`src/design/flow_proportional_dosing_pump_unit_assert.svh`:
```
// assertion macros used by the dosing pump controller
`ifndef FLOW_PROPORTIONAL_DOSING_PUMP_UNIT_ASSERT_SVH
`define FLOW_PROPORTIONAL_DOSING_PUMP_UNIT_ASSERT_SVH

// antecedent implies consequent in the same cycle
`define FPDP_ASSERT_SAME(lbl, ante, cons, msg) \
    lbl: assert property (@(posedge aclk) disable iff (!aresetn) (ante) |-> (cons)) \
        else $error(msg);

// antecedent implies consequent in the next cycle
`define FPDP_ASSERT_NEXT(lbl, ante, cons, msg) \
    lbl: assert property (@(posedge aclk) disable iff (!aresetn) (ante) |=> (cons)) \
        else $error(msg);

`endif

```
`src/design/fpdp_pkg.sv`:
```
// shared types and constants of the dosing pump unit
`default_nettype none
package fpdp_pkg;

    localparam int TIMER_WIDTH_DEF = 24;
    localparam int IN_DATA_W       = 8;
    localparam int OUT_DATA_W      = 48;
    localparam int CFG_IDX_W       = 3;
    localparam int CFG_DATA_W      = 12;
    localparam int DIV_DVD_W       = 24;
    localparam int DIV_DVS_W       = 16;

    localparam logic [CFG_IDX_W-1:0] CFG_RATIO1   = 3'd0;
    localparam logic [CFG_IDX_W-1:0] CFG_RATIO2   = 3'd1;
    localparam logic [CFG_IDX_W-1:0] CFG_WINDOW   = 3'd2;
    localparam logic [CFG_IDX_W-1:0] CFG_COOLDOWN = 3'd3;
    localparam logic [CFG_IDX_W-1:0] CFG_BLINK    = 3'd4;

    typedef enum logic [2:0] {
        PH_IDLE  = 3'd0,
        PH_ON    = 3'd1,
        PH_OFF   = 3'd2,
        PH_COOL  = 3'd3,
        PH_PRIME = 3'd4
    } phase_t;

    typedef enum logic [3:0] {
        ST_IDLE,
        ST_PRE,
        ST_DECIDE,
        ST_AVG_GO,
        ST_AVG_WAIT,
        ST_PREP,
        ST_OFF_GO,
        ST_OFF_WAIT,
        ST_MUL1,
        ST_MUL2,
        ST_ON_GO,
        ST_ON_WAIT,
        ST_COMMIT,
        ST_FINISH
    } ctrl_state_t;

    typedef enum logic [1:0] {
        DIV_AVG,
        DIV_OFF,
        DIV_ON
    } div_sel_t;

    typedef struct packed {
        logic     load;
        logic     pre;
        logic     decide;
        logic     div_start;
        div_sel_t div_sel;
        logic     cap_avg;
        logic     lock_prep;
        logic     cap_off;
        logic     mul1;
        logic     mul2;
        logic     cap_on;
        logic     commit;
        logic     finish;
    } dp_cmd_t;

    typedef struct packed {
        logic need_avg;
        logic need_lock;
        logic full;
        logic div_done;
    } dp_status_t;

endpackage
`default_nettype wire

```
`src/design/flow_proportional_dosing_pump_unit.sv`:
```
// top level of the flow proportional dosing pump unit
// a tick that locks a new pump cycle may run an average divide and two timing divides,
// 24 steps each on the shared restoring divider
// throughput: one tick at a time, the next input transfer is taken once the result is out
// reset: synchronous active low aresetn restores the register defaults and an idle pump
`default_nettype none
module flow_proportional_dosing_pump_unit #(
    parameter int TIMER_WIDTH = fpdp_pkg::TIMER_WIDTH_DEF
) (
    input  wire logic                            aclk,
    input  wire logic                            aresetn,
    input  wire logic                            s_tvalid,
    output logic                                 s_tready,
    // tick_pulses[3:0], flavor_switch[4], prime_button[5]
    input  wire logic [fpdp_pkg::IN_DATA_W-1:0]  s_tdata,
    output logic                                 m_tvalid,
    input  wire logic                            m_tready,
    // pump_drive[0], valve_drive[1], selected_flavor[2], led_first[3], led_second[4],
    // phase_code[7:5], locked_on_ms[31:8], locked_off_ms[41:32]
    output logic [fpdp_pkg::OUT_DATA_W-1:0]      m_tdata,
    input  wire logic                            cfg_valid,
    output logic                                 cfg_ready,
    input  wire logic [fpdp_pkg::CFG_IDX_W-1:0]  cfg_index,
    input  wire logic [fpdp_pkg::CFG_DATA_W-1:0] cfg_data
);
    fpdp_pkg::dp_cmd_t    cmd;
    fpdp_pkg::dp_status_t status;

    assign cfg_ready = 1'b1;

    fpdp_ctrl u_ctrl (
        .aclk     (aclk),
        .aresetn  (aresetn),
        .s_tvalid (s_tvalid),
        .s_tready (s_tready),
        .m_tvalid (m_tvalid),
        .m_tready (m_tready),
        .status   (status),
        .cmd      (cmd)
    );

    fpdp_dp #(
        .TIMER_WIDTH (TIMER_WIDTH)
    ) u_dp (
        .aclk      (aclk),
        .aresetn   (aresetn),
        .cfg_valid (cfg_valid),
        .cfg_ready (cfg_ready),
        .cfg_index (cfg_index),
        .cfg_data  (cfg_data),
        .s_tdata   (s_tdata),
        .cmd       (cmd),
        .status    (status),
        .m_tdata   (m_tdata)
    );
endmodule
`default_nettype wire

```
`src/design/fpdp_div.sv`:
```
// restoring divider, one quotient bit per cycle
`default_nettype none
module fpdp_div (
    input  wire logic                           aclk,
    input  wire logic                           aresetn,
    input  wire logic                           start,
    input  wire logic [fpdp_pkg::DIV_DVD_W-1:0] dividend,
    input  wire logic [fpdp_pkg::DIV_DVS_W-1:0] divisor,
    output logic                                done,
    output logic [fpdp_pkg::DIV_DVD_W-1:0]      quotient
);
    localparam int DW = fpdp_pkg::DIV_DVD_W;
    localparam int SW = fpdp_pkg::DIV_DVS_W;
    localparam int CW = $clog2(DW + 1);

    logic          busy_reg, busy_next;
    logic          done_reg, done_next;
    logic [CW-1:0] cnt_reg, cnt_next;
    logic [DW-1:0] q_reg, q_next;
    logic [SW-1:0] rem_reg, rem_next;
    logic [SW-1:0] dvs_reg, dvs_next;
    logic [SW:0]   rem_sh;
    logic [SW:0]   diff;
    logic          ge;

    assign rem_sh = {rem_reg, q_reg[DW-1]};
    assign ge     = rem_sh >= {1'b0, dvs_reg};
    assign diff   = rem_sh - {1'b0, dvs_reg};

    always_comb begin
        busy_next = busy_reg;
        done_next = 1'b0;
        cnt_next  = cnt_reg;
        q_next    = q_reg;
        rem_next  = rem_reg;
        dvs_next  = dvs_reg;
        if (start) begin
            q_next    = dividend;
            rem_next  = '0;
            dvs_next  = divisor;
            busy_next = 1'b1;
            cnt_next  = CW'(DW);
        end else if (busy_reg) begin
            q_next   = {q_reg[DW-2:0], ge};
            rem_next = ge ? diff[SW-1:0] : rem_sh[SW-1:0];
            cnt_next = cnt_reg - 1'b1;
            if (cnt_reg == CW'(1)) begin
                busy_next = 1'b0;
                done_next = 1'b1;
            end
        end
    end

    always_ff @(posedge aclk) begin
        if (!aresetn) begin
            busy_reg <= 1'b0;
            done_reg <= 1'b0;
            cnt_reg  <= '0;
        end else begin
            busy_reg <= busy_next;
            done_reg <= done_next;
            cnt_reg  <= cnt_next;
        end
        q_reg   <= q_next;
        rem_reg <= rem_next;
        dvs_reg <= dvs_next;
    end

    assign done     = done_reg;
    assign quotient = q_reg;
endmodule
`default_nettype wire

```
`src/design/fpdp_dp.sv`:
```
// datapath: flow window, pump sequencer state, cycle timing and led logic
`default_nettype none
module fpdp_dp #(
    parameter int TIMER_WIDTH = fpdp_pkg::TIMER_WIDTH_DEF
) (
    input  wire logic                            aclk,
    input  wire logic                            aresetn,
    input  wire logic                            cfg_valid,
    input  wire logic                            cfg_ready,
    input  wire logic [fpdp_pkg::CFG_IDX_W-1:0]  cfg_index,
    input  wire logic [fpdp_pkg::CFG_DATA_W-1:0] cfg_data,
    input  wire logic [fpdp_pkg::IN_DATA_W-1:0]  s_tdata,
    input  wire fpdp_pkg::dp_cmd_t               cmd,
    output fpdp_pkg::dp_status_t                 status,
    output logic [fpdp_pkg::OUT_DATA_W-1:0]      m_tdata
);
    localparam int TW = TIMER_WIDTH;
    localparam logic [TW-1:0] TMAX = {TW{1'b1}};

    // configuration
    logic [4:0]  ratio1_reg, ratio2_reg;
    logic [7:0]  window_reg, blink_ms_reg;
    logic [11:0] cool_reg;

    // captured input
    logic [3:0] pulses_reg;
    logic       sw_reg, prime_reg;

    // state
    fpdp_pkg::phase_t phase_reg, phase_next;
    logic [TW-1:0] elapsed_reg, elapsed_next;
    logic [TW-1:0] on_time_reg, on_time_next;
    logic [9:0]    off_time_reg, off_time_next;
    logic [23:0]   sum_reg, sum_next;
    logic [15:0]   cnt_reg, cnt_next;
    logic          saw_reg, saw_next;
    logic [7:0]    wticks_reg, wticks_next;
    logic [11:0]   wpulses_reg, wpulses_next;
    logic [11:0]   latest_reg, latest_next;
    logic          flowing_reg, flowing_next;
    logic          valve_reg, valve_next;
    logic          blvl_reg, blvl_next;
    logic [7:0]    bel_reg, bel_next;
    logic          flavor_reg, flavor_next;

    // cycle timing working registers
    logic [2:0]  lock_c_reg, lock_c_next;
    logic [6:0]  n_reg, n_next;
    logic [7:0]  onb_reg, onb_next;
    logic [15:0] den_reg, den_next;
    logic [14:0] num_off_reg, num_off_next;
    logic        full_reg, full_next;
    logic [10:0] off_raw_reg, off_raw_next;
    logic [23:0] on_raw_reg, on_raw_next;
    logic [16:0] p1_reg, p1_next;
    logic [23:0] p2_reg, p2_next;
    logic [fpdp_pkg::OUT_DATA_W-1:0] out_reg, out_next;

    // divider
    logic                           div_done;
    logic [fpdp_pkg::DIV_DVD_W-1:0] div_q;
    logic [fpdp_pkg::DIV_DVD_W-1:0] div_dvd;
    logic [fpdp_pkg::DIV_DVS_W-1:0] div_dvs;

    function automatic logic [2:0] clamp_c(input logic [23:0] v);
        if (v < 24'd1) begin
            return 3'd1;
        end else if (v > 24'd6) begin
            return 3'd6;
        end
        return v[2:0];
    endfunction

    always_comb begin
        case (cmd.div_sel)
            fpdp_pkg::DIV_AVG: begin
                div_dvd = sum_reg;
                div_dvs = cnt_reg;
            end
            fpdp_pkg::DIV_OFF: begin
                div_dvd = 24'(num_off_reg);
                div_dvs = 16'(n_reg);
            end
            default: begin
                div_dvd = p2_reg;
                div_dvs = den_reg;
            end
        endcase
    end

    fpdp_div u_div (
        .aclk     (aclk),
        .aresetn  (aresetn),
        .start    (cmd.div_start),
        .dividend (div_dvd),
        .divisor  (div_dvs),
        .done     (div_done),
        .quotient (div_q)
    );

    // window update
    logic [12:0] wp_sum;
    logic [11:0] wp_new;
    logic [7:0]  wt_new;
    logic        reading;
    logic [24:0] sum_add;

    assign wp_sum  = {1'b0, wpulses_reg} + 13'(pulses_reg);
    assign wp_new  = wp_sum[12] ? 12'hFFF : wp_sum[11:0];
    assign wt_new  = (wticks_reg != 8'hFF) ? wticks_reg + 8'd1 : wticks_reg;
    assign reading = wt_new >= window_reg;
    assign sum_add = {1'b0, sum_reg} + 25'(wp_new);

    // sequencer decisions
    logic el_ge_on, el_ge_off, el_ge_cool;
    assign el_ge_on   = elapsed_reg >= on_time_reg;
    assign el_ge_off  = elapsed_reg >= TW'(off_time_reg);
    assign el_ge_cool = elapsed_reg >= TW'(cool_reg);

    logic off_restart;
    assign off_restart = !prime_reg && phase_reg == fpdp_pkg::PH_OFF && el_ge_off && !saw_reg;

    assign status.need_avg  = off_restart && cnt_reg != 16'd0;
    assign status.need_lock = (!prime_reg && phase_reg == fpdp_pkg::PH_IDLE
                               && latest_reg != 12'd0)
                              || (off_restart && cnt_reg == 16'd0);
    assign status.full      = full_reg;
    assign status.div_done  = div_done;

    // timing preparation
    logic [4:0]  r_sel, r_cl;
    logic [7:0]  n_w;
    logic [7:0]  onb_w;
    logic [9:0]  offb_w, tot_w;
    logic [14:0] n_onb, tot28;

    assign r_sel  = flavor_reg ? ratio2_reg : ratio1_reg;
    assign r_cl   = (r_sel < 5'd6) ? 5'd6 : ((r_sel > 5'd24) ? 5'd24 : r_sel);
    assign n_w    = 8'd88 - 8'(8'd3 * 8'(r_cl));
    assign onb_w  = 8'd20 + 8'(8'd30 * 8'(lock_c_reg));
    assign offb_w = 10'd660 - 10'(10'd60 * 10'(lock_c_reg));
    assign tot_w  = 10'd680 - 10'(10'd30 * 10'(lock_c_reg));
    assign n_onb  = 15'(n_w) * 15'(onb_w);
    assign tot28  = 15'd28 * 15'(tot_w);

    // locking
    logic [TW-1:0] on_sat;
    always_comb begin
        if (32'(on_raw_reg) > 32'(TMAX)) begin
            on_sat = TMAX;
        end else begin
            on_sat = TW'(on_raw_reg);
        end
        if (on_sat < TW'(50)) begin
            on_sat = TW'(50);
        end
    end

    // valve and led
    logic       should, just_opened, fin_valve, fin_lvl, led_lvl;
    logic [7:0] fin_bel;
    logic [31:0] on_ext;
    always_comb begin
        should      = phase_reg != fpdp_pkg::PH_IDLE || flowing_reg || prime_reg;
        just_opened = 1'b0;
        fin_valve   = valve_reg;
        fin_lvl     = blvl_reg;
        fin_bel     = bel_reg;
        if (should && !valve_reg) begin
            fin_valve   = 1'b1;
            fin_lvl     = 1'b1;
            fin_bel     = '0;
            just_opened = 1'b1;
        end else if (!should && valve_reg) begin
            fin_valve = 1'b0;
        end
        if (fin_valve) begin
            if (!just_opened && fin_bel != 8'hFF) begin
                fin_bel = fin_bel + 8'd1;
            end
            if (fin_bel >= blink_ms_reg) begin
                fin_lvl = !fin_lvl;
                fin_bel = '0;
            end
        end
        led_lvl = fin_valve ? fin_lvl : 1'b1;
    end
    assign on_ext = 32'(on_time_reg);

    always_comb begin
        phase_next    = phase_reg;
        elapsed_next  = elapsed_reg;
        on_time_next  = on_time_reg;
        off_time_next = off_time_reg;
        sum_next      = sum_reg;
        cnt_next      = cnt_reg;
        saw_next      = saw_reg;
        wticks_next   = wticks_reg;
        wpulses_next  = wpulses_reg;
        latest_next   = latest_reg;
        flowing_next  = flowing_reg;
        valve_next    = valve_reg;
        blvl_next     = blvl_reg;
        bel_next      = bel_reg;
        flavor_next   = flavor_reg;
        lock_c_next   = lock_c_reg;
        n_next        = n_reg;
        onb_next      = onb_reg;
        den_next      = den_reg;
        num_off_next  = num_off_reg;
        full_next     = full_reg;
        off_raw_next  = off_raw_reg;
        on_raw_next   = on_raw_reg;
        p1_next       = p1_reg;
        p2_next       = p2_reg;
        out_next      = out_reg;

        if (cmd.pre) begin
            if (sw_reg != flavor_reg && !valve_reg) begin
                flavor_next = sw_reg;
            end
            wpulses_next = wp_new;
            wticks_next  = wt_new;
            if (reading) begin
                wticks_next  = '0;
                wpulses_next = '0;
                latest_next  = wp_new;
                flowing_next = wp_new != 12'd0;
                if (phase_reg == fpdp_pkg::PH_ON || phase_reg == fpdp_pkg::PH_OFF) begin
                    sum_next = sum_add[24] ? 24'hFFFFFF : sum_add[23:0];
                    if (cnt_reg != 16'hFFFF) begin
                        cnt_next = cnt_reg + 16'd1;
                    end
                    if (wp_new == 12'd0) begin
                        saw_next = 1'b1;
                    end
                end
            end
            if (elapsed_reg != TMAX) begin
                elapsed_next = elapsed_reg + TW'(1);
            end
        end

        if (cmd.decide) begin
            if (prime_reg) begin
                if (phase_reg != fpdp_pkg::PH_PRIME) begin
                    phase_next   = fpdp_pkg::PH_PRIME;
                    elapsed_next = '0;
                end
            end else begin
                unique case (phase_reg)
                    fpdp_pkg::PH_PRIME: phase_next = fpdp_pkg::PH_IDLE;
                    fpdp_pkg::PH_IDLE: lock_c_next = clamp_c(24'(latest_reg));
                    fpdp_pkg::PH_ON: begin
                        if (el_ge_on) begin
                            phase_next   = fpdp_pkg::PH_OFF;
                            elapsed_next = '0;
                        end
                    end
                    fpdp_pkg::PH_OFF: begin
                        lock_c_next = clamp_c(24'(latest_reg));
                        if (el_ge_off && saw_reg) begin
                            phase_next   = fpdp_pkg::PH_COOL;
                            elapsed_next = '0;
                        end
                    end
                    fpdp_pkg::PH_COOL: begin
                        if (el_ge_cool) begin
                            phase_next = fpdp_pkg::PH_IDLE;
                            sum_next   = '0;
                            cnt_next   = '0;
                            saw_next   = 1'b0;
                        end
                    end
                    default: phase_next = fpdp_pkg::PH_IDLE;
                endcase
            end
        end

        if (cmd.cap_avg) begin
            lock_c_next = clamp_c(div_q);
        end

        if (cmd.lock_prep) begin
            n_next       = n_w[6:0];
            onb_next     = onb_w;
            full_next    = n_onb >= tot28;
            den_next     = 16'(tot28 - n_onb);
            num_off_next = 15'd28 * 15'(offb_w);
            on_raw_next  = 24'(tot_w);
            off_raw_next = '0;
        end

        if (cmd.cap_off) begin
            off_raw_next = div_q[10:0];
        end
        if (cmd.mul1) begin
            p1_next = 17'(off_raw_reg) * 17'(n_reg);
        end
        if (cmd.mul2) begin
            p2_next = 24'(p1_reg) * 24'(onb_reg);
        end
        if (cmd.cap_on) begin
            on_raw_next = div_q;
        end

        if (cmd.commit) begin
            on_time_next  = on_sat;
            off_time_next = (off_raw_reg > 11'd1000) ? 10'd1000 : off_raw_reg[9:0];
            sum_next      = '0;
            cnt_next      = '0;
            saw_next      = 1'b0;
            phase_next    = fpdp_pkg::PH_ON;
            elapsed_next  = '0;
        end

        if (cmd.finish) begin
            valve_next = fin_valve;
            blvl_next  = fin_lvl;
            bel_next   = fin_bel;
            out_next   = '0;
            out_next[0]     = phase_reg == fpdp_pkg::PH_ON || phase_reg == fpdp_pkg::PH_PRIME;
            out_next[1]     = fin_valve;
            out_next[2]     = flavor_reg;
            out_next[3]     = !flavor_reg && led_lvl;
            out_next[4]     = flavor_reg && led_lvl;
            out_next[7:5]   = phase_reg;
            out_next[31:8]  = on_ext[23:0];
            out_next[41:32] = off_time_reg;
        end
    end

    always_ff @(posedge aclk) begin
        if (!aresetn) begin
            ratio1_reg   <= 5'd20;
            ratio2_reg   <= 5'd20;
            window_reg   <= 8'd50;
            cool_reg     <= 12'd1000;
            blink_ms_reg <= 8'd50;
            phase_reg    <= fpdp_pkg::PH_IDLE;
            elapsed_reg  <= '0;
            on_time_reg  <= '0;
            off_time_reg <= '0;
            sum_reg      <= '0;
            cnt_reg      <= '0;
            saw_reg      <= 1'b0;
            wticks_reg   <= '0;
            wpulses_reg  <= '0;
            latest_reg   <= '0;
            flowing_reg  <= 1'b0;
            valve_reg    <= 1'b0;
            blvl_reg     <= 1'b1;
            bel_reg      <= '0;
            flavor_reg   <= 1'b0;
        end else begin
            if (cfg_valid && cfg_ready) begin
                unique case (cfg_index)
                    fpdp_pkg::CFG_RATIO1:   ratio1_reg   <= cfg_data[4:0];
                    fpdp_pkg::CFG_RATIO2:   ratio2_reg   <= cfg_data[4:0];
                    fpdp_pkg::CFG_WINDOW:   window_reg   <= cfg_data[7:0];
                    fpdp_pkg::CFG_COOLDOWN: cool_reg     <= cfg_data;
                    fpdp_pkg::CFG_BLINK:    blink_ms_reg <= cfg_data[7:0];
                    default: ;
                endcase
            end
            phase_reg    <= phase_next;
            elapsed_reg  <= elapsed_next;
            on_time_reg  <= on_time_next;
            off_time_reg <= off_time_next;
            sum_reg      <= sum_next;
            cnt_reg      <= cnt_next;
            saw_reg      <= saw_next;
            wticks_reg   <= wticks_next;
            wpulses_reg  <= wpulses_next;
            latest_reg   <= latest_next;
            flowing_reg  <= flowing_next;
            valve_reg    <= valve_next;
            blvl_reg     <= blvl_next;
            bel_reg      <= bel_next;
            flavor_reg   <= flavor_next;
        end
        if (cmd.load) begin
            pulses_reg <= s_tdata[3:0];
            sw_reg     <= s_tdata[4];
            prime_reg  <= s_tdata[5];
        end
        lock_c_reg  <= lock_c_next;
        n_reg       <= n_next;
        onb_reg     <= onb_next;
        den_reg     <= den_next;
        num_off_reg <= num_off_next;
        full_reg    <= full_next;
        off_raw_reg <= off_raw_next;
        on_raw_reg  <= on_raw_next;
        p1_reg      <= p1_next;
        p2_reg      <= p2_next;
        out_reg     <= out_next;
    end

    assign m_tdata = out_reg;
endmodule
`default_nettype wire

```
`src/design/fpdp_ctrl.sv`:
```
// controller: tick sequencing, divider steps and output handshake
`default_nettype none
`include "flow_proportional_dosing_pump_unit_assert.svh"
module fpdp_ctrl (
    input  wire logic                 aclk,
    input  wire logic                 aresetn,
    input  wire logic                 s_tvalid,
    output logic                      s_tready,
    output logic                      m_tvalid,
    input  wire logic                 m_tready,
    input  wire fpdp_pkg::dp_status_t status,
    output fpdp_pkg::dp_cmd_t         cmd
);
    fpdp_pkg::ctrl_state_t state_reg, state_next;
    logic m_tvalid_reg, m_tvalid_next;

    assign s_tready = state_reg == fpdp_pkg::ST_IDLE && (!m_tvalid_reg || m_tready);
    assign m_tvalid = m_tvalid_reg;

    always_ff @(posedge aclk) begin
        if (!aresetn) begin
            state_reg    <= fpdp_pkg::ST_IDLE;
            m_tvalid_reg <= 1'b0;
        end else begin
            state_reg    <= state_next;
            m_tvalid_reg <= m_tvalid_next;
        end
    end

    always_comb begin
        state_next    = state_reg;
        m_tvalid_next = m_tvalid_reg;
        cmd           = '0;
        cmd.div_sel   = fpdp_pkg::DIV_AVG;
        if (m_tvalid_reg && m_tready) begin
            m_tvalid_next = 1'b0;
        end
        unique case (state_reg)
            fpdp_pkg::ST_IDLE: begin
                if (s_tvalid && s_tready) begin
                    cmd.load   = 1'b1;
                    state_next = fpdp_pkg::ST_PRE;
                end
            end
            fpdp_pkg::ST_PRE: begin
                cmd.pre    = 1'b1;
                state_next = fpdp_pkg::ST_DECIDE;
            end
            fpdp_pkg::ST_DECIDE: begin
                cmd.decide = 1'b1;
                if (status.need_avg) begin
                    state_next = fpdp_pkg::ST_AVG_GO;
                end else if (status.need_lock) begin
                    state_next = fpdp_pkg::ST_PREP;
                end else begin
                    state_next = fpdp_pkg::ST_FINISH;
                end
            end
            fpdp_pkg::ST_AVG_GO: begin
                cmd.div_start = 1'b1;
                cmd.div_sel   = fpdp_pkg::DIV_AVG;
                state_next    = fpdp_pkg::ST_AVG_WAIT;
            end
            fpdp_pkg::ST_AVG_WAIT: begin
                if (status.div_done) begin
                    cmd.cap_avg = 1'b1;
                    state_next  = fpdp_pkg::ST_PREP;
                end
            end
            fpdp_pkg::ST_PREP: begin
                cmd.lock_prep = 1'b1;
                state_next    = fpdp_pkg::ST_OFF_GO;
            end
            fpdp_pkg::ST_OFF_GO: begin
                // pump runs the whole cycle when the ratio leaves no off time
                if (status.full) begin
                    state_next = fpdp_pkg::ST_COMMIT;
                end else begin
                    cmd.div_start = 1'b1;
                    cmd.div_sel   = fpdp_pkg::DIV_OFF;
                    state_next    = fpdp_pkg::ST_OFF_WAIT;
                end
            end
            fpdp_pkg::ST_OFF_WAIT: begin
                if (status.div_done) begin
                    cmd.cap_off = 1'b1;
                    state_next  = fpdp_pkg::ST_MUL1;
                end
            end
            fpdp_pkg::ST_MUL1: begin
                cmd.mul1   = 1'b1;
                state_next = fpdp_pkg::ST_MUL2;
            end
            fpdp_pkg::ST_MUL2: begin
                cmd.mul2   = 1'b1;
                state_next = fpdp_pkg::ST_ON_GO;
            end
            fpdp_pkg::ST_ON_GO: begin
                cmd.div_start = 1'b1;
                cmd.div_sel   = fpdp_pkg::DIV_ON;
                state_next    = fpdp_pkg::ST_ON_WAIT;
            end
            fpdp_pkg::ST_ON_WAIT: begin
                cmd.div_sel = fpdp_pkg::DIV_ON;
                if (status.div_done) begin
                    cmd.cap_on = 1'b1;
                    state_next = fpdp_pkg::ST_COMMIT;
                end
            end
            fpdp_pkg::ST_COMMIT: begin
                cmd.commit = 1'b1;
                state_next = fpdp_pkg::ST_FINISH;
            end
            fpdp_pkg::ST_FINISH: begin
                cmd.finish    = 1'b1;
                m_tvalid_next = 1'b1;
                state_next    = fpdp_pkg::ST_IDLE;
            end
            default: state_next = fpdp_pkg::ST_IDLE;
        endcase
    end

    `FPDP_ASSERT_SAME(a_no_overrun, s_tvalid && s_tready, !m_tvalid_reg || m_tready, "input taken over pending result")
    `FPDP_ASSERT_NEXT(a_finish_valid, state_reg == fpdp_pkg::ST_FINISH, m_tvalid_reg && state_reg == fpdp_pkg::ST_IDLE, "result not presented after finish")
    `FPDP_ASSERT_SAME(a_done_waiting, status.div_done, state_reg == fpdp_pkg::ST_AVG_WAIT || state_reg == fpdp_pkg::ST_OFF_WAIT || state_reg == fpdp_pkg::ST_ON_WAIT, "divider done outside a wait state")
endmodule
`default_nettype wire
```
`config.mk`:
```
export PLATFORM = sky130hd
export DESIGN_NAME = flow_proportional_dosing_pump_unit
export DESIGN_NICKNAME = d
export VERILOG_FILES = /design/src/design/fpdp_pkg.sv /design/src/design/flow_proportional_dosing_pump_unit.sv /design/src/design/fpdp_div.sv /design/src/design/fpdp_dp.sv /design/src/design/fpdp_ctrl.sv
export VERILOG_INCLUDE_DIRS = /design/src /design/src/design
export SDC_FILE = /design/constraint.sdc
export NUM_CORES = 1
export LEC_CHECK = 0
export ABC_AREA = 0
export BUFFER_PORTS_ARGS = -buffer_cell sky130_fd_sc_hd__buf_2
export CAP_MARGIN = 20
export CELL_PAD_IN_SITES_DETAIL_PLACEMENT = 0
export CELL_PAD_IN_SITES_GLOBAL_PLACEMENT = 1
export CORE_UTILIZATION = 40
export CTS_BUF_LIST = sky130_fd_sc_hd__clkbuf_8 sky130_fd_sc_hd__clkbuf_16
export CTS_CLUSTER_SIZE = 30
export DETAILED_ROUTE_END_ITERATION = 16
export PLACE_DENSITY_LB_ADDON = 0.25
export SETUP_SLACK_MARGIN = 0.2
export SYNTH_ARGS = -nofsm -noshare
export SYNTH_HDL_FRONTEND = slang
export SYNTH_HIERARCHICAL = 1
export SYNTH_SLANG_ARGS = --single-unit
```
`constraint.sdc`:
```
create_clock -name aclk -period 14.1 [get_ports aclk]
set_clock_uncertainty 0.15 [all_clocks]
set_input_delay 2.115 -clock aclk [delete_from_list [all_inputs] [get_ports aclk]]
set_output_delay 2.115 -clock aclk [all_outputs]
set_load 0.05 [all_outputs]
```
-- Word-level counts from Yosys, hierarchy flattened
Index checks and enable logic that the tools add are counted.
- input port bits: 28
- output and inout port bits: 51
- register bits after elaboration: 424
- $lt $le $gt $ge: 15
- equal/unequal tests: 44
- add/sub/neg operators: 13
- reductions and logical operators: 64
- bitwise logic cells: 2
- $mul: 9
- multiplexer cells: 124
- operators by type and width (operator ; number):
    $mux W24 ; 20
    $mux W16 ; 9
    $pmux W24 S2 ; 2
    $mux W8 ; 7
    $pmux W4 S13 ; 1
    $mux W3 ; 16
    $mux W1 ; 47
    $pmux W16 S2 ; 1
    $mux W4 ; 7
    $mul A3 B10 Y13 const A ; 2
    $add A24 B12 Y25 ; 1
    $mux W5 ; 5
    $add A24 B1 Y24 const B ; 1
    $eq A4 B4 Y1 const B ; 6
    $ge A24 B10 Y1 ; 1
    $ge A24 B12 Y1 ; 1
    $ge A24 B24 Y1 ; 1
    $gt A24 B3 Y1 const B ; 1
    $lt A24 B1 Y1 const B ; 1
    $lt A24 B6 Y1 const B ; 1
    $mul A17 B8 Y24 ; 1
    $mux W12 ; 2
    $ne A24 B24 Y1 const B ; 1
    $reduce_bool A12 Y1 ; 2
    64 further kinds ; 134

-- Longest topological paths before layout
Gate-level depths: netlist of run 1.
- depth after elaboration: 14
- mapped depth: 37
- depth with buffers taken out: 36

-- Cells and area by module
Netlist of run 1, hierarchy kept.
- by module, submodules not included (module ; instances ; cells an instance ; area each (µm²) ; seq. area each (µm²)):
    fpdp_dp ; 1 ; 2708 ; 26102.5 ; 8698.3
    fpdp_div ; 1 ; 297 ; 3382.0 ; 1661.6
    fpdp_ctrl ; 1 ; 74 ; 558.0 ; 100.1
    flow_proportional_dosing_pump_unit ; 1 ; 2 ; 11.3 ; 0.0

-- Worst setup path before layout of run 1
Ideal clock, no wire load.
- kind: register to register
- start: register u_dp.lock_c_reg[0]
- end: register u_dp.full_reg (data pin)
- stages on the path, launching flop included: 38
- setup slack: 5.840 ns
- clock period less this slack: 8.260 ns
- path buffers: 3
- data arrival time: 7.941 ns
- cells stage by stage: edfxtp_1 > buf_2 > inv_1 > clkbuf_1 > fa_1 > inv_1 > ha_1 > inv_1 > fa_1 > clkbuf_1 > a21boi_0 > nor2_1 > nand2_1 > xor2_1 > inv_1 > nand2_1 > fa_1 > fa_1 > [... 2 more ...] > inv_1 > fa_1 > inv_1 > ha_1 > o21ai_0 > a21oi_1 > o21ai_0 > nand2b_1 > xnor2_1 > ha_1 > inv_1 > nor2_1 > o21ai_0 > nand2b_1 > a21o_1 > a21oi_1 > nor2b_1 > o31ai_1
- cells in the longest elaborated chain, start to end: 4
- elaborated cells on any way between the ends: 7
- RTL lines (element ; RTL line ; source):
    from (decl) ; fpdp_dp.sv:47 ; logic [2:0] lock_c_reg, lock_c_next;
    from (signal assigned) ; fpdp_dp.sv:387 ; lock_c_reg <= lock_c_next;
    $mul A4 B3 Y7 ; fpdp_dp.sv:140 ; assign onb_w = 8'd20 + 8'(8'd30 * 8'(lock_c_reg));
    $add A5 B8 Y8 ; fpdp_dp.sv:140 ;
    named net u_dp.onb_w[7] ; fpdp_dp.sv:133 ; logic [7:0] onb_w;
    $mul A8 B8 Y15 ; fpdp_dp.sv:143 ; assign n_onb = 15'(n_w) * 15'(onb_w);
    $ge A15 B15 Y1 ; fpdp_dp.sv:287 ; full_next = n_onb >= tot28;
    to (signal assigned) ; fpdp_dp.sv:392 ; full_reg <= full_next;
    to (decl) ; fpdp_dp.sv:52 ; logic full_reg, full_next;
The timed path passes the listed nets, and every way through them passes these cells.
A chain may end at the register's enable or synchronous reset.

-- Worst setup path after layout of run 1
Same ends and word-level chain as after synthesis.

==> PnR_summary.wiki, run 1 <==
{| class="wikitable"
! Metric !! Value
|-
| Layout cells sized above 1 || 9.350%
|-
| Total Routing Usage GR || 20.21%
|-
| Dominant synthesized flop cell || dfxtp_1
|-
| Count of hold buffers inserted by post-cts repair || 0
|-
| Outcome || complete, no violations
|-
| Overall overflow remaining after global route || 0
|-
| Vias in the first global route || 22.21k
|-
| Number of antenna violations at the first check in global routing || 1
|-
| Tightest Pin Transition || 1113 ps
|-
| ANT nets after route || 0
|-
| CTS max path bufs || 3
|-
| Peak clock frequency supported by timing || 104.0 MHz
|-
| Inserted Clock Buffers || 50
|-
| Number of enable-type register cells in the synthesized netlist || 207
|-
| Xor and xnor fraction of the mapped netlist area || 5.462%
|-
| Largest family of logic cells by synthesized area || adder cells
|-
| Setup slack of the worst register-to-register path || 4490 ps
|-
| Layout Area Growth over Synthesis || 10.41%
|-
| Tot Pwr || 9423 uW
|-
| Area fraction in compound gates after synthesis || 11.96%
|-
| Relative slew slack || 25.72%
|-
| Initial Util || 40.37%
|-
| Synth async-reset ratio || 0%
|-
| Worst R2R Start || u_dp/lock_c_reg[0]
|-
| Most common cell on crit path || inv_1
|-
| Clock period minus final worst setup slack || 9614 ps
|-
| HPWL after detailed placement || 60090 microns
|-
| DIE WIDTH || 276.1 microns
|-
| Number of I/O port buffers || 69
|-
| Multi-input gate area in the final layout || 17970 sq um
|-
| Path type of the worst setup path || flip-flop to flip-flop
|-
| Placed insts || 4029
|-
| Final Instance Count excl. Fillers || 4124
|-
| CTS tree || built
|-
| Share of the core filled with cells || 44.57%
|-
| Sequential cell area fraction in the yosys report || 34.80%
|-
| Total vias in the final route || 22.06k
|-
| Kind of path behind the tightest hold check || flip-flop to flip-flop
|-
| Data arrival, critical path || 9850 ps
|-
| Number of H-tree branching levels || 2
|-
| Flip-flop count of the largest register, all copies and words added || 42
|-
| Vias per cell || 5.348
|-
| Largest area contributor in the synthesized netlist || edfxtp_1
|-
| Mean instance size in the synthesized netlist || 9.755 sq um
|-
| Post-synthesis share of cell area spent on and, or, nand and nor gates || 16.41%
|-
| Element type at the critical path end || flip-flop
|-
| Wire length after detailed routing || 77640 microns
|-
| Leakage power summed over all cells || 0.01383 uW
|-
| Detail-routed net length per standard cell || 18.83 microns
|-
| Total negative setup slack || 0 ps
|-
| Number of hold violations in the final report || 0
|-
| CP max stage cell || edfxtp_1
|-
| Row Count || 100
|-
| Clk Latency, worst-skew pair || 620 ps
|-
| Worst Setup Start Kind || flip-flop
|-
| Critical path endpoint || u_dp/full_reg
|-
| Seq. cell area || 10460 sq um
|-
| Total of endpoints with negative setup slack in the final report || 0
|-
| Largest net degree at the start of global routing || 59
|-
| Origin of the worst setup path || u_dp/lock_c_reg[0]
|-
| Max-cap violations || 0
|-
| Layout Nets || 3577
|-
| # diodes || 0
|-
| Tcrit/Tclk final || 68.19%
|-
| CP max stage delay || 760 ps
|-
| Number of filler cells placed in the layout || 7043
|-
| Number of clock sinks || 419
|-
| Global placement routability congestion || 0.8685
|-
| Die Ht || 276.1 microns
|-
| PostCTS Resize Cnt || 0
|-
| Total power per unit cell area || 284.0 nW/um^2
|-
| Max-slew violation total from the final report || 0
|-
| Root Buffer || clkbuf_16
|-
| Share of Yosys cell area claimed by the top area cell type || 20.68%
|-
| Post-CTS Repair Setup Buffers || 0
|-
| DRT iter0 DRCs || 1421
|-
| Unique masters post-synth || 114
|-
| Post-synthesis cell count || 3081
|-
| Crit Path Max Fanout || 15
|-
| IO Pins || 79
|-
| Detailed Routing Iterations Pass 1 || 5
|-
| Wire length of the first global-routing pass || 123000 microns
|-
| Top cells by area, synth || edfxtp_1, dfxtp_1, ha_1
|-
| Core Footprint || 74450 sq um
|-
| Syn Std Cell Area || 30050 sq um
|-
| Final hold slack || 310.1 ps
|-
| Remaining DRCs || 0
|-
| Required @ worst endpoint || 14340 ps
|-
| Worst reg2reg path depth || 34
|-
| Number of synthesized register bits || 419
|-
| Crit Reg-Reg Endpoint || u_dp/full_reg
|-
| Die Outline Area || 76230 sq um
|-
| Max VDD drop || 0.5871 mV
|-
| Clock transition at the register clock pins on the worst setup and hold paths after CTS || 60 ps
|-
| YS warnings || 6
|-
| Area share of fa/ha/maj cells after synthesis || 22.16%
|-
| Fraction of synthesized area in multiplexers || 3.505%
|-
| Unrepaired setup endpoints after global routing || no
|}
how the worst min path moves through the flow:
stage	from	end	cells past startpoint
CTS	u_dp/latest_reg[11]	u_dp/latest_reg[11]	2
finish	u_dp/u_div/rem_reg[15]	u_dp/u_div/rem_reg[15]	2
detailed placement	u_dp/u_div/rem_reg[15]	u_dp/u_div/rem_reg[15]	2
global placement	u_dp/u_div/rem_reg[15]	u_dp/u_div/rem_reg[15]	2
global route	u_dp/cool_reg[0]	u_dp/cool_reg[0]	2
floorplan	u_dp/phase_reg[2]	u_dp/m_tdata[7]	0
synth_stat cells, drive strengths merged, types with 5 or more instances:
cell    number
and2       132
clkbuf      77
a22oi       18
and3        20
or4          8
nand2b      33
inv        306
a21oi      143
nand2      278
fa         159
o21a        16
a22o        45
mux2i       67
edfxtp     207
nor3        67
dfxtp      212
o41ai        5
or3          7
a211oi      34
a31oi       13
xor2        80
nor2       259
nor4        22
and4         6
o31ai       13
nand3b       9
mux2        34
or2         11
o211ai      17
a211o        6
o21ai       97
nor2b       25
o21bai      17
xnor2      104
o22ai       10
nand4       37
ha         277
nand3       74
a21o        34
buf         39
critical path, delay by kind of cell (launching register included):
kind                     cells  cell delay (ps)
XOR/XNOR                     2              810
AND/OR/NAND/NOR              7              620
flip-flops                   1              760
adder cells (fa/ha/maj)      9             4230
buffers and inverters        8             1160
AO/OA/AOI/OAI                8             1640
routing by layer:
metal	track usage [%]	up-vias	share of wire [%]
met5	0	-	0
met4	5.243	0	2.3
met3	2.273	90	3.5
met2	35.35	389	50
met1	26.45	10900	45
li1	-	10680	-
through the flow:
stage | worst slack (ps) | cell area [sq um]
floorplan | 5840 | 30080
CTS | 4526 | 33170
finish | 4486 | 33180
detailed placement | 4641 | 31290
global placement | 4725 | 31290
global route | 3851 | 33180
placed cells by master, fill, tap and decap left out, types with 60 or more instances in the layout:
master    count
inv_1       304
nand2_1     277
ha_1        277
nor2_1      249
dfxtp_1     212
edfxtp_1    207
fa_1        159
a21oi_1     136
and2_1      131
xnor2_1     101
o21ai_0      85
xor2_1       79
nand3_1      73
buf_2        69
mux2i_1      67
nor3_1       60
power breakdown:
| group | internal [uW] | switching (uW) |
|---|---|---|
| Clock | 871 | 557 |
| Combinational | 2590 | 3490 |
| Sequential | 1740 | 178 |
area by class of cell:
class | instances | share of cell area, %
Multi-Input combinational cell | 2246 | 54.16
Sequential cell | 419 | 31.52
Clock buffer | 58 | 4.238
Tap cell | 969 | 3.654
Inverter | 307 | 3.488
Timing Repair Buffer | 89 | 1.505
Clock inverter | 36 | 1.429
kinds of logic after synthesis:
family	Yosys count
simple gates	1001
compound gates	514
fa+ha+maj	437
buf+inv	423
flops	419
xor+xnor	184
mux	101
other cells	2
No activity file was read; power rests on OpenSTA's default activity.
==> inputs of run 2 (changes only) <==
==> constraint.sdc (replaced) <==
create_clock -name aclk -period 9.6 [get_ports aclk]
set_clock_uncertainty 0.15 [all_clocks]
set_input_delay 1.44 -clock aclk [delete_from_list [all_inputs] [get_ports aclk]]
set_output_delay 1.44 -clock aclk [all_outputs]
set_load 0.05 [all_outputs]
==> run 2 against run 1 <==
- non-clock buffer count is 6 higher
- largest cell class unchanged
- die area stayed put
- critical path depth is 4 lower
- cell count hardly changed
- final area is 0.30% lower
- sequential power is 47% higher
- flip-flop and latch count stayed put
- via count is 0.16% higher
- clock power is 37% higher
==> PnR_summary.wiki, run 2 (synthesis results as in run 1) <==
{| class="wikitable"
! Metric !! Value
|-
| HPWL after detailed placement || 60610 microns (+0.86%)
|-
| Unrepaired setup endpoints after global routing || no
|-
| Layout cells sized above 1 || 9.148% (-0.20 points)
|-
| Tcrit/Tclk final || 90.94% (+23 points)
|-
| Post-CTS Repair Setup Buffers || 0 (unchanged)
|-
| Root Buffer || clkbuf_16
|-
| Tot Pwr || 13710 uW (+45%)
|-
| Clock transition at the register clock pins on the worst setup and hold paths after CTS || 60 ps (about the same)
|-
| Path type of the worst setup path || flip-flop to flip-flop
|-
| CTS tree || built
|-
| Number of clock sinks || 419 (unchanged)
|-
| Placement Cell Area || 31340 sq um (+0.14%)
|-
| Tightest Pin Transition || 1079 ps (-33.63 ps)
|-
| Number of I/O port buffers || 69 (unchanged)
|-
| Wire length of the first global-routing pass || 124300 microns (+1.0%)
|-
| Vias in the first global route || 22.41k (+0.88%)
|-
| # diodes || 0 (unchanged)
|-
| DIE WIDTH || 276.1 microns (unchanged)
|-
| Final hold slack || 307.3 ps (-2.805 ps)
|-
| Total negative setup slack || 0 ps (unchanged)
|-
| Worst reg2reg path depth || 30 (-12%)
|-
| Number of filler cells placed in the layout || 7072 (+0.41%)
|-
| Clock period minus final worst setup slack || 8731 ps (-883.8 ps)
|-
| Required @ worst endpoint || 9780 ps (-4560 ps)
|-
| Total of endpoints with negative setup slack in the final report || 0 (unchanged)
|-
| Largest net degree at the start of global routing || 68 (+15%)
|-
| Count of hold buffers inserted by post-cts repair || 0 (unchanged)
|-
| Commonest non-fill, non-tap cell in the layout || inv_1
|-
| Number of hold violations in the final report || 0 (unchanged)
|-
| Crit Path Max Fanout || 14 (-1)
|-
| Outcome || complete, no violations
|-
| Overall overflow remaining after global route || 0 (unchanged)
|-
| Initial Util || 40.37% (unchanged)
|-
| CTS max path bufs || 3 (unchanged)
|-
| Core Footprint || 74450 sq um (unchanged)
|-
| Most frequent cells in the layout || inv_1, nand2_1, ha_1
|-
| Max-cap violations || 0 (unchanged)
|-
| Data arrival, critical path || 8910 ps (-940 ps)
|-
| Hold Path Depth || 2 (unchanged)
|-
| Total power per unit cell area || 414.3 nW/um^2 (+46%)
|-
| Remaining DRCs || 0 (unchanged)
|-
| CP max stage cell || dfxtp_2
|-
| Row Count || 100 (unchanged)
|-
| Final Instance Count excl. Fillers || 4128 (+0.097%)
|-
| Peak clock frequency supported by timing || 114.5 MHz (+10%)
|-
| Leakage power summed over all cells || 0.01382 uW (-0.12%)
|-
| Total vias in the final route || 22.09k (+0.16%)
|-
| CP max stage delay || 560 ps (-200 ps)
|-
| Vias per cell || 5.352 (about the same)
|-
| Layout Nets || 3582 (+0.14%)
|-
| Total Routing Usage GR || 20.46% (+0.25 points)
|-
| Detailed Routing Iterations Pass 1 || 5 (unchanged)
|-
| Kind of path behind the tightest hold check || flip-flop to flip-flop
|-
| Die Ht || 276.1 microns (unchanged)
|-
| Flip-flop count of the largest register, all copies and words added || 42 (unchanged)
|-
| ANT nets after route || 0 (unchanged)
|-
| Wire length after detailed routing || 78210 microns (+0.73%)
|-
| Post-route cell area || 33080 sq um (-0.30%)
|-
| Relative slew slack || 27.96% (+2.2 points)
|-
| Clk Latency, worst-skew pair || 630 ps (about the same)
|-
| Inserted Clock Buffers || 49 (-2.0%)
|-
| Number of antenna violations at the first check in global routing || 0 (-1)
|-
| IO Pins || 79 (unchanged)
|-
| Number of H-tree branching levels || 2 (unchanged)
|-
| Element type at the critical path end || flip-flop
|-
| Detail-routed net length per standard cell || 18.95 microns (+0.64%)
|-
| Global placement routability congestion || 0.8673 (-0.14%)
|-
| Worst Setup Start Kind || flip-flop
|-
| Most common cell on crit path || inv_1
|-
| Max VDD drop || 0.6045 mV (+3.0%)
|-
| DRT iter0 DRCs || 1232 (-13%)
|-
| Placed insts || 4035 (+0.15%)
|-
| Die Outline Area || 76230 sq um (unchanged)
|-
| Max-slew violation total from the final report || 0 (unchanged)
|-
| Layout Area Growth over Synthesis || 10.08%
|}
==> run 2: path summary, 6_finish.rpt <==
check / to / slack, ps / startpoint
hold reg to reg: u_dp/latest_reg[9] / 310 / u_dp/latest_reg[9]
setup reg to reg: u_dp/den_reg[13] / 870 / u_dp/flavor_reg
hold / removal: u_dp/latest_reg[9] / 310 / u_dp/latest_reg[9]
setup / recovery: u_dp/den_reg[13] / 870 / u_dp/flavor_reg
==> run 2: area by class of cell <==
class,instances,area [sq um],area share [%]
timing repair buffer,95,544.3,1.645
clock buffer,54,1295,3.914
inverter,307,1157,3.498
multi-input combinational,2246,17980,54.35
tap,969,1212,3.665
sequential,419,10460,31.62
clock inverter,38,432.9,1.309
==> run 2: power breakdown <==
part           internal, uW  switching (uW)  leakage (uW)
Sequential             2550             264       0.00353
Clock                  1170             790      0.000871
Combinational          3800            5130       0.00942
==> run 2: layer usage <==
metal	global-route usage, %	share of wire [%]	vias up
met5	0	0	-
met4	5.945	2.5	0
met3	2.087	3.2	96
met2	35.34	49	382
met1	27.07	45	10940
li1	-	-	10680
==> run 2: stage by stage <==
step / utilization [%] / worst slack (ps)
after floorplan: - / 1340
after global placement: 42.09 / 905.3
after detailed placement: 42.09 / 819.8
after CTS: 44.41 / 724.5
after global routing: 44.44 / 267.9
final: 44.44 / 869.4
==> run 2: repair_timing <==
action	4_1_cts	5_1_grt
endpoints found under the hold margin	0	0
setup endpoints to repair	0	4
gates resized for setup	0	2
==> run 2: critical path: cells and delay by family, from the launching register on <==
family	cells	cell delay (ps)
buffers and inverters	7	690
adder cells (fa/ha/maj)	9	3710
multiplexers	1	440
AO/OA/AOI/OAI	7	1740
XOR/XNOR	3	690
AND/OR/NAND/NOR	3	450
flip-flops	1	560
